==> config.mk <==
export PLATFORM = sky130hd
export DESIGN_NAME = mouse_report_gesture_classifier_top
export DESIGN_NICKNAME = d
export VERILOG_FILES = /design/src/rtl/core/mrgc_pkg.sv /design/src/rtl/core/mrgc_input_stage.sv /design/src/rtl/core/mrgc_classifier.sv /design/src/rtl/core/mouse_report_gesture_classifier_top.sv
export VERILOG_INCLUDE_DIRS = /design/src /design/src/rtl/core
export SDC_FILE = /design/constraint.sdc
export NUM_CORES = 1
export LEC_CHECK = 0
export CAP_MARGIN = 25
export CORE_MARGIN = 4
export CORE_UTILIZATION = 58
export DETAILED_ROUTE_END_ITERATION = 12
export DONT_BUFFER_PORTS = 1
export HOLD_SLACK_MARGIN = 0.15
export PLACE_DENSITY_LB_ADDON = 0.08
export SLEW_MARGIN = 20
export SYNTH_ARGS = -nofsm -noshare
export SYNTH_HDL_FRONTEND = slang
export SYNTH_SLANG_ARGS = --single-unit
==> constraint.sdc <==
create_clock -name clk -period 6.3 [get_ports clk]
set_input_delay 0.63 -clock clk [delete_from_list [all_inputs] [get_ports clk]]
set_output_delay 0.63 -clock clk [all_outputs]
set_load 0.02 [all_outputs]
==> src/rtl/core/mouse_report_gesture_classifier_top_assert.svh <==
// Assertion macros shared by the mouse report gesture classifier RTL.
// Expects a clock named clk and an active-low reset named arst_n in scope.
`ifndef MOUSE_REPORT_GESTURE_CLASSIFIER_TOP_ASSERT_SVH
`define MOUSE_REPORT_GESTURE_CLASSIFIER_TOP_ASSERT_SVH

// Concurrent check, masked while reset is asserted
`define MRGC_ASSERT(lbl, prop, msg) \
	lbl: assert property (@(posedge clk) disable iff (!arst_n) prop) else $error(msg);

// Concurrent check that also holds during reset
`define MRGC_ASSERT_ALWAYS(lbl, prop, msg) \
	lbl: assert property (@(posedge clk) prop) else $error(msg);

`endif

==> src/rtl/core/mrgc_pkg.sv <==
// Types and constants for the mouse report gesture classifier.
// No dependencies; imported by every module of the block.
package mrgc_pkg;

	localparam logic [7:0]  VALID_ID  = 8'h02;
	localparam logic [31:0] RESET_X   = 32'd320;
	localparam logic [31:0] RESET_Y   = 32'd240;
	localparam logic [31:0] RESET_SCR = 32'd240;

	typedef enum logic [2:0] {
		EV_NONE    = 3'd0,
		EV_MOVE    = 3'd1,
		EV_PRESS   = 3'd2,
		EV_CLICK   = 3'd3,
		EV_RELEASE = 3'd4,
		EV_SCROLL  = 3'd5,
		EV_BAD     = 3'd6
	} ev_kind_t;

	typedef enum logic [1:0] {
		BTN_LEFT  = 2'd0,
		BTN_RIGHT = 2'd1,
		BTN_WHEEL = 2'd2
	} btn_t;

	typedef enum logic [1:0] {
		MODE_NORMAL = 2'd0,
		MODE_BUTTON = 2'd1,
		MODE_WHEEL  = 2'd2
	} mode_t;

	// One mouse report
	typedef struct packed {
		logic [7:0]         report_id;
		logic               left_down;
		logic               right_down;
		logic               wheel_down;
		logic signed [15:0] delta_x;
		logic signed [15:0] delta_y;
		logic signed [15:0] delta_wheel;
	} report_t;

	// One classified gesture
	typedef struct packed {
		ev_kind_t           event_kind;
		btn_t               event_button;
		logic signed [15:0] move_x;
		logic signed [15:0] move_y;
		logic signed [15:0] scroll_amount;
		logic signed [31:0] position_x;
		logic signed [31:0] position_y;
		logic signed [31:0] scroll_position;
		mode_t              mouse_mode;
	} gesture_t;

	// Tracker state carried from report to report
	typedef struct packed {
		logic [31:0] pos_x;
		logic [31:0] pos_y;
		logic [31:0] scroll_acc;
		logic        left_held;
		logic        right_held;
		logic        wheel_held;
		logic        press_seen;
		mode_t       mode;
	} state_t;

	localparam state_t STATE_RESET = '{
		pos_x:      RESET_X,
		pos_y:      RESET_Y,
		scroll_acc: RESET_SCR,
		left_held:  1'b0,
		right_held: 1'b0,
		wheel_held: 1'b0,
		press_seen: 1'b0,
		mode:       MODE_NORMAL
	};

	// Handshake between input register and classifier stage
	typedef struct packed {
		logic valid;
		logic load;
	} stage_ctl_t;

endpackage

==> src/rtl/core/mrgc_input_stage.sv <==
// Input register of the gesture classifier: holds one report for the classifier.
// Depends on mrgc_pkg.
module mrgc_input_stage import mrgc_pkg::*; (
	input  logic    clk,
	input  logic    arst_n,
	input  logic    report_valid,
	output logic    report_stall,
	input  report_t report,
	input  logic    load,
	output logic    valid_s1,
	output report_t item_s1
);

	logic take;

	// Accept when empty or when the held item moves on this cycle
	assign report_stall = valid_s1 && !load;
	assign take         = report_valid && !report_stall;

	always_ff @(posedge clk or negedge arst_n) begin
		if (!arst_n) begin
			valid_s1 <= 1'b0;
		end else if (take) begin
			valid_s1 <= 1'b1;
		end else if (load) begin
			valid_s1 <= 1'b0;
		end
	end

	// Payload, no reset needed
	always_ff @(posedge clk) begin
		if (take) begin
			item_s1 <= report;
		end
	end

endmodule

==> src/rtl/core/mrgc_classifier.sv <==
// Classifier stage: tracker state, priority chain and result register.
// Depends on mrgc_pkg and mouse_report_gesture_classifier_top_assert.svh.
`include "mouse_report_gesture_classifier_top_assert.svh"
module mrgc_classifier import mrgc_pkg::*; (
	input  logic       clk,
	input  logic       arst_n,
	input  report_t    item_s1,
	input  stage_ctl_t ctl,
	output logic       gesture_valid,
	input  logic       gesture_stall,
	output gesture_t   gesture
);

	state_t   state_q;
	state_t   nxt;
	gesture_t res;
	logic     is_move;
	logic     any_xy;

	assign any_xy = (item_s1.delta_x != 16'sd0) || (item_s1.delta_y != 16'sd0);

	// Next state and result for the report in the input register
	always_comb begin
		nxt                 = state_q;
		res                 = '0;
		res.event_kind      = EV_NONE;
		res.event_button    = BTN_LEFT;
		is_move             = 1'b0;
		if (item_s1.report_id != VALID_ID) begin
			res.event_kind = EV_BAD;
		end else begin
			nxt.pos_x      = state_q.pos_x + {{16{item_s1.delta_x[15]}}, item_s1.delta_x};
			nxt.pos_y      = state_q.pos_y + {{16{item_s1.delta_y[15]}}, item_s1.delta_y};
			nxt.scroll_acc = state_q.scroll_acc
				+ {{16{item_s1.delta_wheel[15]}}, item_s1.delta_wheel};
			priority if (item_s1.left_down) begin
				nxt.left_held = 1'b1;
				if (!state_q.left_held) begin
					nxt.press_seen = 1'b0;
				end else begin
					nxt.mode = MODE_BUTTON;
					if (state_q.press_seen) begin
						is_move = 1'b1;
					end else begin
						nxt.press_seen   = 1'b1;
						res.event_kind   = EV_PRESS;
						res.event_button = BTN_LEFT;
					end
				end
			end else if (item_s1.right_down) begin
				nxt.right_held = 1'b1;
				if (!state_q.right_held) begin
					nxt.press_seen = 1'b0;
				end else begin
					nxt.mode = MODE_BUTTON;
					if (state_q.press_seen) begin
						is_move = 1'b1;
					end else begin
						nxt.press_seen   = 1'b1;
						res.event_kind   = EV_PRESS;
						res.event_button = BTN_RIGHT;
					end
				end
			end else if (item_s1.wheel_down) begin
				nxt.wheel_held   = 1'b1;
				nxt.mode         = MODE_WHEEL;
				res.event_kind   = EV_PRESS;
				res.event_button = BTN_WHEEL;
			end else if (any_xy) begin
				is_move = 1'b1;
			end else if (item_s1.delta_wheel != 16'sd0) begin
				res.event_kind    = EV_SCROLL;
				res.scroll_amount = item_s1.delta_wheel;
			end else if (state_q.left_held) begin
				nxt.left_held    = 1'b0;
				nxt.mode         = MODE_NORMAL;
				res.event_kind   = state_q.press_seen ? EV_RELEASE : EV_CLICK;
				res.event_button = BTN_LEFT;
			end else if (state_q.right_held) begin
				nxt.right_held   = 1'b0;
				nxt.mode         = MODE_NORMAL;
				res.event_kind   = state_q.press_seen ? EV_RELEASE : EV_CLICK;
				res.event_button = BTN_RIGHT;
			end else if (state_q.wheel_held) begin
				nxt.wheel_held   = 1'b0;
				nxt.mode         = MODE_NORMAL;
				res.event_kind   = EV_RELEASE;
				res.event_button = BTN_WHEEL;
			end else begin
				// idle report with nothing held
				res.event_kind   = EV_NONE;
			end
			if (is_move) begin
				res.event_kind = EV_MOVE;
				res.move_x     = item_s1.delta_x;
				res.move_y     = item_s1.delta_y;
			end
		end
		res.position_x      = signed'(nxt.pos_x);
		res.position_y      = signed'(nxt.pos_y);
		res.scroll_position = signed'(nxt.scroll_acc);
		res.mouse_mode      = nxt.mode;
	end

	// Tracker state and result valid
	always_ff @(posedge clk or negedge arst_n) begin
		if (!arst_n) begin
			state_q       <= STATE_RESET;
			gesture_valid <= 1'b0;
		end else if (ctl.load) begin
			state_q       <= nxt;
			gesture_valid <= 1'b1;
		end else if (!gesture_stall) begin
			gesture_valid <= 1'b0;
		end
	end

	// Result payload
	always_ff @(posedge clk) begin
		if (ctl.load) begin
			gesture <= res;
		end
	end

	`MRGC_ASSERT(a_load_needs_item, ctl.load |-> ctl.valid, "result loaded without an item")
	`MRGC_ASSERT(a_bad_keeps_pos,
		(ctl.load && item_s1.report_id != VALID_ID) |=> state_q == $past(state_q),
		"bad report changed tracker state")
	`MRGC_ASSERT_ALWAYS(a_wheel_mode,
		state_q.mode == MODE_WHEEL |-> state_q.wheel_held, "wheel mode without wheel held")
	`MRGC_ASSERT(a_button_mode,
		state_q.mode == MODE_BUTTON |-> (state_q.left_held || state_q.right_held),
		"button mode without a held button")

endmodule

==> src/rtl/core/mouse_report_gesture_classifier_top.sv <==
// Mouse report gesture classifier, top level.
// Depends on mrgc_pkg, mrgc_input_stage and mrgc_classifier.
//
// Usage:
//   Report channel (report_valid, report_stall, report) carries one HID mouse
//   report per item. Gesture channel (gesture_valid, gesture_stall, gesture)
//   returns exactly one classified gesture per report, in order.
//   Path: an accepted report waits in the input register, then is classified and
//   loaded into the result register once that is empty or its gesture is taken.
//   Throughput: one report per cycle while gesture_stall is low, set by the
//   single classifier stage, whose priority chain and three 32-bit adds fit
//   between two registers.
//   Stall: while a gesture waits under gesture_stall one more report is held
//   in the input register; report_stall rises only when both are occupied.
//   Tracker state advances when a report moves into the result register.
//   Reset: arst_n clears both valid flags and returns the accumulators to
//   x 320, y 240, scroll 240, all held flags clear, mode normal.
//   A report whose id is not 2 yields a bad_report gesture, state unchanged.
module mouse_report_gesture_classifier_top import mrgc_pkg::*; (
	input  logic     clk,
	input  logic     arst_n,
	input  logic     report_valid,
	output logic     report_stall,
	input  report_t  report,
	output logic     gesture_valid,
	input  logic     gesture_stall,
	output gesture_t gesture
);

	logic       valid_s1;
	report_t    item_s1;
	stage_ctl_t ctl;

	// Result register takes a new item when empty or when its item leaves
	assign ctl = '{valid: valid_s1, load: valid_s1 && (!gesture_valid || !gesture_stall)};

	mrgc_input_stage u_input (
		.clk          (clk),
		.arst_n       (arst_n),
		.report_valid (report_valid),
		.report_stall (report_stall),
		.report       (report),
		.load         (ctl.load),
		.valid_s1     (valid_s1),
		.item_s1      (item_s1)
	);

	mrgc_classifier u_classifier (
		.clk           (clk),
		.arst_n        (arst_n),
		.item_s1       (item_s1),
		.ctl           (ctl),
		.gesture_valid (gesture_valid),
		.gesture_stall (gesture_stall),
		.gesture       (gesture)
	);

endmodule

# Word level (Yosys, flattened, before mapping)
# Cells that the tools add are included.
op_classes:
  muxes: 53
  reduce_logical: 20
  n_eq_ne: 14
  bitwise_logic: 5
  addsub: 3
op_table:
  columns: ["op", "count"]
  rows:
  - ["two-way mux 102 bit", 1]
  - ["adder 32 bit", 3]
  - ["nonzero test 16 bit", 3]
  - ["two-way mux 5 bit", 8]
  - ["two-way mux 2 bit", 14]
  - ["two-way mux 1 bit", 21]
  - ["two-way mux 3 bit", 7]
  - ["!= test 2 bit, second input constant", 9]
  - ["two-way mux 4 bit", 2]
  - ["!= test 2 x 1 -> 1 bit, second input constant", 4]
  - ["!= test 8 x 2 -> 1 bit, second input constant", 1]
  - ["AND reduction 8 bit", 1]
  - ["AND reduction 7 bit", 1]
  - ["AND reduction 6 bit", 1]
  - ["OR reduction 6 bit", 1]
  - ["inverter 1 bit", 5]
  - ["logical NOT 1 bit", 4]
  - ["nonzero test 2 bit", 2]
  - ["logical AND 1 bit", 3]
  - ["AND reduction 3 bit", 1]
  - ["logical OR 1 bit", 2]
  - ["OR reduction 2 bit", 1]
totals:
  ff_bits: 314
  out_inout_bits: 153
  elab_cells: 121

# Depth between registers and ports, before layout
# Gate-level depths: netlist of run 1.
depth:
  depth_word: 9
  ltp_mapped: 10

# By module
# Synthesis of run 1 repeated with hierarchy kept, for this count alone.
hier_totals:
  cells_unflattened: 1674
  hier_area_um2: 17190.2
by_module_without_submodules:
  columns: ["module", "instances", "cells_per_inst", "area_each_um2", "seq_area_each_um2"]
  rows:
  - ["mrgc_classifier", 1, 1609, 15349.7, 7124.3]
  - ["mrgc_input_stage", 1, 64, 1829.3, 1796.7]
  - ["mouse_report_gesture_classifier_top", 1, 1, 11.3, 0.0]

# Worst setup path before layout of run 1
# Ideal clock, no wire load.
synth_path:
  kind: "input to register"
  startpoint: "input port gesture_stall"
  endpoint: "register u_classifier.state_q[66] (netlist bit)"
  t_arrival_ns: 6.625
  t_required_ns: 6.171
  setup_ns: 0.129
  cell_stages: 8
  setup_slack_ns: -0.455
  n_path_buf: 3
  cell_sequence: "nand2_1 and2_1 clkbuf_1 nand2_1 clkbuf_1 buf_1 nand2_1 nand3_1"
synth_via:
  elab_chain_len: 3
synth_lines:
  columns: ["element", "line_no", "rtl"]
  rows:
  - ["start: declaration", "mouse_report_gesture_classifier_top.sv:26", "input logic gesture_stall,"]
  - ["logical NOT 1 bit", null, null]
  - ["logical OR 1 bit", "mouse_report_gesture_classifier_top.sv:35", "assign ctl = '{valid: valid_s1, load: valid_s1 && (!gesture_valid || !gesture_stall)};"]
  - ["logical AND 1 bit", "mouse_report_gesture_classifier_top.sv:35", null]
  - ["named net u_input.load", "mrgc_input_stage.sv:9", "input logic load,"]
  - ["end signal: assignment", "mrgc_classifier.sv:111", "state_q <= nxt;"]
  - ["end: declaration", "mrgc_classifier.sv:14", "state_t state_q;"]
# The timed path passes the listed nets, and every way through them passes these cells.
# A chain may end at the register's enable or synchronous reset.

# Worst setup path after layout of run 1
layout_path:
  startpoint: "register, netlist name u_input.item_s1[58]"
  endpoint: "register u_classifier.state_q[69] (netlist bit)"
layout_via:
  elab_chain_len: 2
layout_lines:
  columns: ["element", "line_no", "rtl"]
  rows:
  - ["!= test 8 x 2 -> 1 bit", "mrgc_classifier.sv:29", "if (item_s1.report_id != VALID_ID) begin"]
  - ["two-way mux 102 bit", "mrgc_classifier.sv:29", null]
# Every way passes these cells.

==> flow_summary.ini, run 1 <==
[status]
status = completed

[global_routing]
grt_start_max_net_pins = 105
grt_pass1_vias = 12530
gr-total-overflow = 0
gr-usage-all-layers = 0.2489
grt_first_pass_wirelength_mm = 66.67
grt_antenna_before_repair = 3

[final_layout]
drive_gt1_frac = 0.08906
antenna_cells_inserted = 0
multi_input_comb_area_sq_um = 7894
post_layout_net_count = 1806
fillers = 2257
ff_latch_area_sq_um = 8921
p_r_area_growth_vs_syn_pct = 8.462

[sta]
fin_worst_skew_ns = 0.02062
rsz0062_at_grt = no
drv_slew = 0
fin_crit_ns = 3.737
setup_violations = 0
final.setup.worst_slack_ns = 2.563
tightestPinTransition_ns = 0.9622
max-slew-margin-rel = 0.3585
finalHoldViolCount = 0
tns_ns = 0
min_period_over_period = 0.5931
fmax_mhz = 267.6

[yosys]
synth-warning-count = 0
synth_async_sr_flop_share = 0.3312
synth.top_cells.by_area = edfxtp_1 37%, dfrtp_1 14%, nand2_1 8.2%, ha_1 6.8%, mux2_2 3.6%
synth_cell_type_count = 74
dominantRegCellSynth = edfxtp_1
synthesis.instances = 1661
synth.cell_area_sq_um = 17140
post-synth-top-area-fraction = 0.3680
synth_enable_flop_cells = 210
synth_most_common_cell = nand2_1
synth_seq_cells = 314
post_synthesis_sequential_area_ratio = 0.5206
synth_common_cells = 376 x nand2_1, 210 x edfxtp_1, 111 x a21oi_1
synthDominantAreaCellType = edfxtp_1
syn_nets = 1820
synthesis.area_per_instance_sq_um = 10.32

[setup_path]
timing.critical_path.fanout_max = 55
setup.worst_path.class = flip-flop to flip-flop
regToRegStartpoint = u_input.item_s1[58]
crit_path_start_kind = flip-flop
critPathRequiredTime_ns = 6.74
r2r.worst_path.cells = 9
timing.critical_path.arrival_ns = 4.18
reg2reg_slack_ns = 2.56
reg2reg_to = u_classifier.state_q[69]
cp-end-kind = flip-flop

[floorplanning]
die_area_sq_um = 32360
die_w_um = 179.9
dieHeight_um = 179.9
initial_utilization = 0.5923
pin_count = 216
row_count = 62
core_area_sq_um = 28940

[clocking]
ctsRootBufferMaster = clkbuf_16
cts_sinks = 314
cts_tree = yes
ctsLongestPathBuffers = 3
numCtsBuffers = 35
cts.repair.resized = 0
worstSkewPairLatency_ns = 0.52
clock_pin_slew_of_the_registers_on_the_worst_case_setup_and_hold_paths_ns = 0.06
cts.htree.levels = 2

[min_path]
worstHoldEndpoint = u_input.item_s1[48]
hold_path.startpoint = report[48]
min-delay-path-class = primary input to flip-flop
worst_hold_depth = 0

[detailed_routing]
detailroute.via_count = 12470
final_antenna_violating_net_count = 0
viasPerCell = 6.064
drt_iter0_markers = 897
drt_drc_violations_left = 0
routedWlPerCell_um = 19.90
firstDrtPassIters = 5
wl_mm = 40.94

[run]
maxCapViolCount = 0

[place]
detailedPlace.worstSlack_ns = 2.524
hpwl_mm = 27.27
placement.io_buffers = 0
place_congestion = 0.9246

[pwr]
leakage_dissipation_nw = 8.046
power.density_cell_area_nw_per_um2 = 272.0
vdd_ir_drop_max_uv = 216.6
[placed cells by master, fill, tap and decap left out, drive strengths merged, types with 29 or more instances in the layout]
cell type / n
xnor2: 51
and2: 59
nor3: 29
ha: 93
edfxtp: 210
o21ai: 75
mux2: 55
clkbuf: 46
a21o: 32
dfrtp: 94
a21oi: 113
nor2: 72
nand3: 37
nand2: 376
[worst max path at each step]
stage / start / to / cells after the start
final: u_input.item_s1[58] / u_classifier.state_q[69] / 9
after global routing: u_input.item_s1[58] / u_classifier.state_q[4] / 8
after detailed placement: u_input.item_s1[58] / u_classifier.state_q[69] / 9
after floorplan: gesture_stall / u_classifier.state_q[100] / 7
after global placement: u_input.item_s1[58] / u_classifier.state_q[4] / 8
after CTS: u_input.item_s1[58] / u_classifier.state_q[69] / 9
[sequential cells by signal (all words and copies together), names as in the netlist]
register	cells
u_classifier.gesture	151
u_input.valid_s1	1
u_input.item_s1	59
u_classifier.state_q	102
u_classifier.gesture_valid	1
[layer usage]
layer | global-route usage | wire [um]
met4 | 0.07193 | 1031
met2 | 0.4106 | 19350
met5 | 0 | 34
met1 | 0.3367 | 17910
met3 | 0.05174 | 2612
[cell type report]
cell class              count  share of cell area
flip-flops and latches    314              0.4799
multi-input cells        1259              0.4247
clock buffers              46             0.05048
well taps                 384             0.02585
clock inverters            17            0.008145
repair buffers             11            0.005654
inverters                  26            0.005250
[critical path, stage by stage, from the launching register on]
cell and delay, ns:
edfxtp_1 0.37, nor4b_1 0.69, and2_4 0.44, buf_4 0.50, nand2_2 0.53, buf_4 0.52
nor2_1 0.17, a41oi_1 0.13, o211a_1 0.17, nand4_1 0.08
[where the power goes]
part	leakage, nW	switching, W	internal [W]
Sequential	3.47	0.000185	0.00237
Combinational	4.06	0.000355	0.000205
Clock	0.525	0.000805	0.00114
Total	8.05	0.00134	0.00371
[timing repair]
item | 4_1_cts | 5_1_grt
buffers inserted | 0 | 0
hold endpoints to repair | 104 | 0
hold buffers | 2 | 0
[stage by stage]
stage	cell area, sq um	utilization	total power, W	cells	hold WS, ns
after global placement	17460	0.6034	0.003113	1992	0.3433
final	18590	0.6424	0.005055	2057	0.2043
after CTS	18590	0.6424	0.005095	2057	0.1819
after detailed placement	17460	0.6034	0.003129	1992	0.3430
after global routing	18590	0.6424	0.005278	2057	0.1852
after floorplan	17140	-	0.002984	1661	0.3344
[logic make-up (layout without fill, tap and decap cells)]
group | after synthesis | in the layout | share of synthesized area
xor gates and xnor gates | 79 | 79 | 0.04037
and+or+nand+nor | 677 | 677 | 0.1797
AOI/OAI and AO/OA | 347 | 347 | 0.1287
muxes | 60 | 60 | 0.03906
buffers and inverters | 88 | 100 | 0.02015
adders and majority gates | 96 | 96 | 0.07140
DFF | 314 | 314 | 0.5206
No activity file was read; power rests on OpenSTA's default activity.
==> inputs of run 2 (changes only) <==
Settings changed: CORE_UTILIZATION 58 to 64.
Clock period 6.3 ns to 3.88 ns, I/O delays scaled along.
==> run 2 against run 1 <==
First-iteration DRC count grew 18%. Maximum frequency grew 7.9%. Global-route usage grew 2.4 points. Largest power group unchanged.
==> flow_summary.ini, run 2 (synthesis results as in run 1) <==
[sta]
max-slew-margin-rel = 0.4751
tns_ns = 0
tightestPinTransition_ns = 0.7873
fmax_mhz = 288.7
final.setup.worst_slack_ns = 0.4163
finalHoldViolCount = 0
fin_worst_skew_ns = 0.01088
fin_crit_ns = 3.464
rsz0062_at_grt = no
min_period_over_period = 0.8927
drv_slew = 0
setup_violations = 0

[detailed_routing]
drt_iter0_markers = 1061
firstDrtPassIters = 5
final_antenna_violating_net_count = 0
drt_drc_violations_left = 0
viasPerCell = 6.117
routedWlPerCell_um = 19.24
detailroute.via_count = 12710
wl_mm = 39.97

[run]
maxCapViolCount = 0

[global_routing]
gr-total-overflow = 0
grt_start_max_net_pins = 145
grt_antenna_before_repair = 0
gr-usage-all-layers = 0.2727
grt_first_pass_wirelength_mm = 65.01
grt_pass1_vias = 12820

[pwr]
vdd_ir_drop_max_uv = 494.3
design_power_total_w = 0.008412
power.density_cell_area_nw_per_um2 = 435.7
leakage_dissipation_nw = 8.379

[final_layout]
reg.largest.list = u_classifier.gesture: 151 flops, u_classifier.state_q: 102 flops, u_input.item_s1: 59 flops
number_of_flip_flops_in_the_largest_register = 151
drive_gt1_frac = 0.09185
top_register = u_classifier.gesture
fillers = 1827
post_layout_net_count = 1875
p_r_area_growth_vs_syn_pct = 12.66
antenna_cells_inserted = 0
mostFrequentLayoutCell = nand2_1
most-common-layout-cells = 374 x nand2_1, 210 x edfxtp_1, 110 x a21oi_1

[setup_path]
cp-end-kind = flip-flop
reg2reg_slack_ns = 0.42
timing.critical_path.fanout_max = 5
crit_buf_inv = 0
setup.worst_path.class = flip-flop to flip-flop
path_cells = ha_1 > fa_1 > a211oi_1 > o21ai_0 > nand2_1 > a21oi_1 > o31ai_1 > o21ai_1 > xor2_1 > mux2_2
critPathRequiredTime_ns = 4.13
timing.critical_path.slowest_stage_cell = o31ai_1
timing.critical_path.arrival_ns = 3.72
worstSetupPathDepth = 10
crit_path_start_kind = flip-flop
critPathMaxStageDelay_ns = 0.68
r2r.worst_path.cells = 10
cpLargestDelayFamily = compound AO/OA/AOI/OAI gates

[floorplanning]
die_w_um = 171.6
row_count = 59
dieHeight_um = 171.6
die_area_sq_um = 29460
pin_count = 216
initial_utilization = 0.6540
core_area_sq_um = 26210

[clocking]
worstSkewPairLatency_ns = 0.51
cts.repair.resized = 0
post_cts.repair.setup_buffers = 0
ctsLongestPathBuffers = 3
numCtsBuffers = 34
clock_pin_slew_of_the_registers_on_the_worst_case_setup_and_hold_paths_ns = 0.06
cts.htree.levels = 2
cts_sinks = 314
number_of_buffers_added_to_fix_hold_violations_after_cts = 64
cts_tree = yes
ctsRootBufferMaster = clkbuf_16

[min_path]
worst_hold_depth = 2
min-delay-path-class = flip-flop to flip-flop

[place]
hpwl_mm = 26.24
placement.io_buffers = 0
detailedPlace.worstSlack_ns = 0.5183
place_congestion = 0.9211

[status]
status = completed
==> run 2: final timing paths <==
path                                          start                        to
setup / recovery                u_input.item_s1[32]  u_classifier.gesture[96]
hold / removal             u_classifier.state_q[78]  u_classifier.state_q[78]
setup reg to reg                u_input.item_s1[32]  u_classifier.gesture[96]
hold reg to reg            u_classifier.state_q[78]  u_classifier.state_q[78]
max in group asynchronous                    arst_n  u_classifier.state_q[38]
min in group asynchronous                    arst_n  u_classifier.state_q[95]
==> run 2: area by class of cell <==
class,instances,area [sq um],area share
multi-input combinational,1259,7889,0.4086
inverter,26,97.59,0.005055
sequential,314,8921,0.4621
timing repair buffer,81,823.3,0.04264
tap,335,419.2,0.02171
clock inverter,17,191.4,0.009915
clock buffer,45,965.9,0.05003
==> run 2: worst register-to-register path, delay by kind of cell (launching register included) <==
kind	cells	cell delay [ns]
compound gates	5	1.55
mux	1	0.27
xor+xnor	1	0.19
simple gates	1	0.09
flops	1	0.40
fa+ha+maj	2	0.71
==> run 2: power breakdown <==
group	leakage [nW]	switching, W	internal, W
Sequential	3.47	0.000286	0.00384
Combinational	4.35	0.000589	0.000380
Clock	0.560	0.00129	0.00203
==> run 2: stage by stage <==
step                      cells  instance area (sq um)    util  hold WS, ns
after floorplan            1661                  17140       -      0.09241
after global placement     1951                  17490  0.6675      0.09880
after detailed placement   1951                  17490  0.6675      0.09873
after CTS                  2077                  19310  0.7367       0.4716
after global routing       2077                  19310  0.7367       0.4884
final                      2077                  19310  0.7367       0.4713
==> run 2: per-layer routing <==
layer | vias up | GRT usage | wire (um)
li1 | 6122 | - | -
met3 | 79 | 0.04941 | 2607
met4 | 0 | 0.08818 | 1107
met2 | 416 | 0.4625 | 19400
met5 | - | 0 | 0
met1 | 6088 | 0.3585 | 16850
==> inputs of run 3 (changes only) <==
Settings changed: CORE_UTILIZATION 64 to 55.
==> run 3 against run 2 <==
Sequential cell count stayed put. Die area is 16% higher. Critical path depth unchanged. Routed wire length is 2.0% higher. Worst setup slack improved by 0.012 ns. Final cell count rose by 3.1%. Maximum frequency increased by 0.35%. Global-route usage fell by 3.8 points. Combinational power about the same. Count of clock-buffer cells in the layout up 1. Largest cell class unchanged.
==> flow_summary.ini, run 3 (synthesis results as in run 1) <==
[pwr]
power.density_cell_area_nw_per_um2 = 425.6
vdd_ir_drop_max_uv = 338.5
leakage_dissipation_nw = 8.355

[setup_path]
reg2reg_slack_ns = 0.43
r2r.worst_path.cells = 10
cp-end-kind = flip-flop
critPathMaxStageDelay_ns = 0.63
timing.critical_path.arrival_ns = 3.71
regToRegStartpoint = u_input.item_s1[32]
crit_path_start_kind = flip-flop
setup.worst_path.class = flip-flop to flip-flop
timing.critical_path.fanout_max = 5
path_cells = ha_1 > fa_1 > a211oi_1 > o21ai_0 > nand2_1 > a21oi_1 > o31ai_1 > o21ai_1 > xor2_1 > mux2_2
reg2reg_to = u_classifier.gesture[92]
critPathRequiredTime_ns = 4.14
timing.critical_path.slowest_stage_cell = o31ai_1

[clocking]
numCtsBuffers = 34
cts.repair.resized = 0
ctsLongestPathBuffers = 3
clock_pin_slew_of_the_registers_on_the_worst_case_setup_and_hold_paths_ns = 0.06
cts_tree = yes
ctsRootBufferMaster = clkbuf_16
cts.htree.levels = 2
worstSkewPairLatency_ns = 0.53
cts_sinks = 314

[sta]
fin_worst_skew_ns = 0.02340
fin_crit_ns = 3.452
min_period_over_period = 0.8896
drv_slew = 0
finalHoldViolCount = 0
max-slew-margin-rel = 0.4085
tns_ns = 0
fmax_mhz = 289.7
rsz0062_at_grt = no
tightestPinTransition_ns = 0.8873
setup_violations = 0

[min_path]
worstHoldEndpoint = u_classifier.state_q[11]
hold_path.startpoint = u_classifier.state_q[11]
worst_hold_depth = 2
min-delay-path-class = flip-flop to flip-flop

[floorplanning]
die_w_um = 184.5
core_area_sq_um = 30670
die_area_sq_um = 34050
dieHeight_um = 184.5
pin_count = 216
row_count = 64
initial_utilization = 0.5588

[detailed_routing]
final_antenna_violating_net_count = 0
drt_iter0_markers = 858
firstDrtPassIters = 5
wl_mm = 40.77
routedWlPerCell_um = 19.03
detailroute.via_count = 12590
viasPerCell = 5.875
drt_drc_violations_left = 0

[global_routing]
grt_start_max_net_pins = 119
grt_pass1_vias = 12480
grt_antenna_before_repair = 1
grt_first_pass_wirelength_mm = 65.15
gr-usage-all-layers = 0.2348
gr-total-overflow = 0

[final_layout]
antenna_cells_inserted = 0
reg.largest.list = u_classifier.gesture: 151 flops, u_classifier.state_q: 102 flops, u_input.item_s1: 59 flops
post_layout_net_count = 1879
ff_latch_area_sq_um = 8921
number_of_flip_flops_in_the_largest_register = 151
fillers = 2453
drive_gt1_frac = 0.09278
p_r_area_growth_vs_syn_pct = 12.70
instances_no_fill = 2142
most-common-layout-cells = 374 x nand2_1, 210 x edfxtp_1, 110 x a21oi_1
mostFrequentLayoutCell = nand2_1
top_register = u_classifier.gesture
multi_input_comb_area_sq_um = 7894

[place]
hpwl_mm = 27.32
place_congestion = 0.8632
placement.io_buffers = 0
placedCellCount = 2016

[status]
status = completed

[run]
maxCapViolCount = 0
-- run 3: cell types whose count changed in the layout (fill, tap and decap cells not counted), sizes merged --
cell    before  now
buf         18   22
bufinv       4    2
inv         27   28
clkbuf      45   46
-- run 3: final cells by class --
class | instances | area share
well taps | 396 | 0.02565
repair buffers | 85 | 0.04353
multi-input cells | 1259 | 0.4087
clock inverters | 16 | 0.007709
inverters | 26 | 0.005053
clock buffers | 46 | 0.04742
flip-flops and latches | 314 | 0.4619
-- run 3: worst max-delay path by stage --
stage | from | to | slack (ns) | depth (start not counted)
2_1_floorplan | u_classifier.gesture_valid | u_classifier.state_q[100] | 0.77 | 7
3_5_place_dp | u_input.item_s1[32] | u_classifier.gesture[96] | 0.53 | 10
6_report | u_input.item_s1[32] | u_classifier.gesture[92] | 0.43 | 10
4_1_cts | u_input.item_s1[32] | u_classifier.gesture[92] | 0.48 | 10
5_1_grt | u_input.item_s1[32] | u_classifier.gesture[96] | 0.29 | 10
3_3_place_gp | u_input.item_s1[0] | u_classifier.gesture[30] | 0.57 | 10
-- run 3: worst max-delay path: cells and delay by family, from the launching register on --
family / cells / cell delay (ns)
and+or+nand+nor: 1 / 0.09
xor gates and xnor gates: 1 / 0.17
DFF: 1 / 0.42
adders and majority gates: 2 / 0.70
muxes: 1 / 0.27
AOI/OAI and AO/OA: 5 / 1.54
-- run 3: per-layer routing --
layer  GRT usage  share of wire  vias to the layer above
li1            -              -                     6125
met1      0.3184           0.44                     6044
met2      0.3861           0.47                      343
met3     0.04835          0.062                       71
met4     0.06684          0.027                        2
met5           0        0.00032                        -
-- run 3: metrics by stage --
step	total power, W	worst slack (ns)	hold slack (ns)	util	cell area [sq um]
after global routing	0.008570	0.2890	0.4804	0.6297	19310
after global placement	0.005065	0.5743	0.09621	0.5736	17590
after floorplan	0.004839	0.7749	0.09241	-	17140
after detailed placement	0.005083	0.5258	0.09625	0.5736	17590
after CTS	0.008301	0.4814	0.4653	0.6297	19310
final	0.008220	0.4283	0.4711	0.6297	19310
-- run 3: what timing repair did --
item | CTS | global route
hold endpoints to repair | 165 | 0
setup buffers | 0 | 0
hold buffers | 64 | 0
-- run 3: power breakdown --
group / leakage, nW / switching (W) / internal, W
clock network: 0.516 / 0.00131 / 0.00180
logic: 4.37 / 0.000588 / 0.000380
registers: 3.47 / 0.000292 / 0.00384
total: 8.36 / 0.00219 / 0.00603
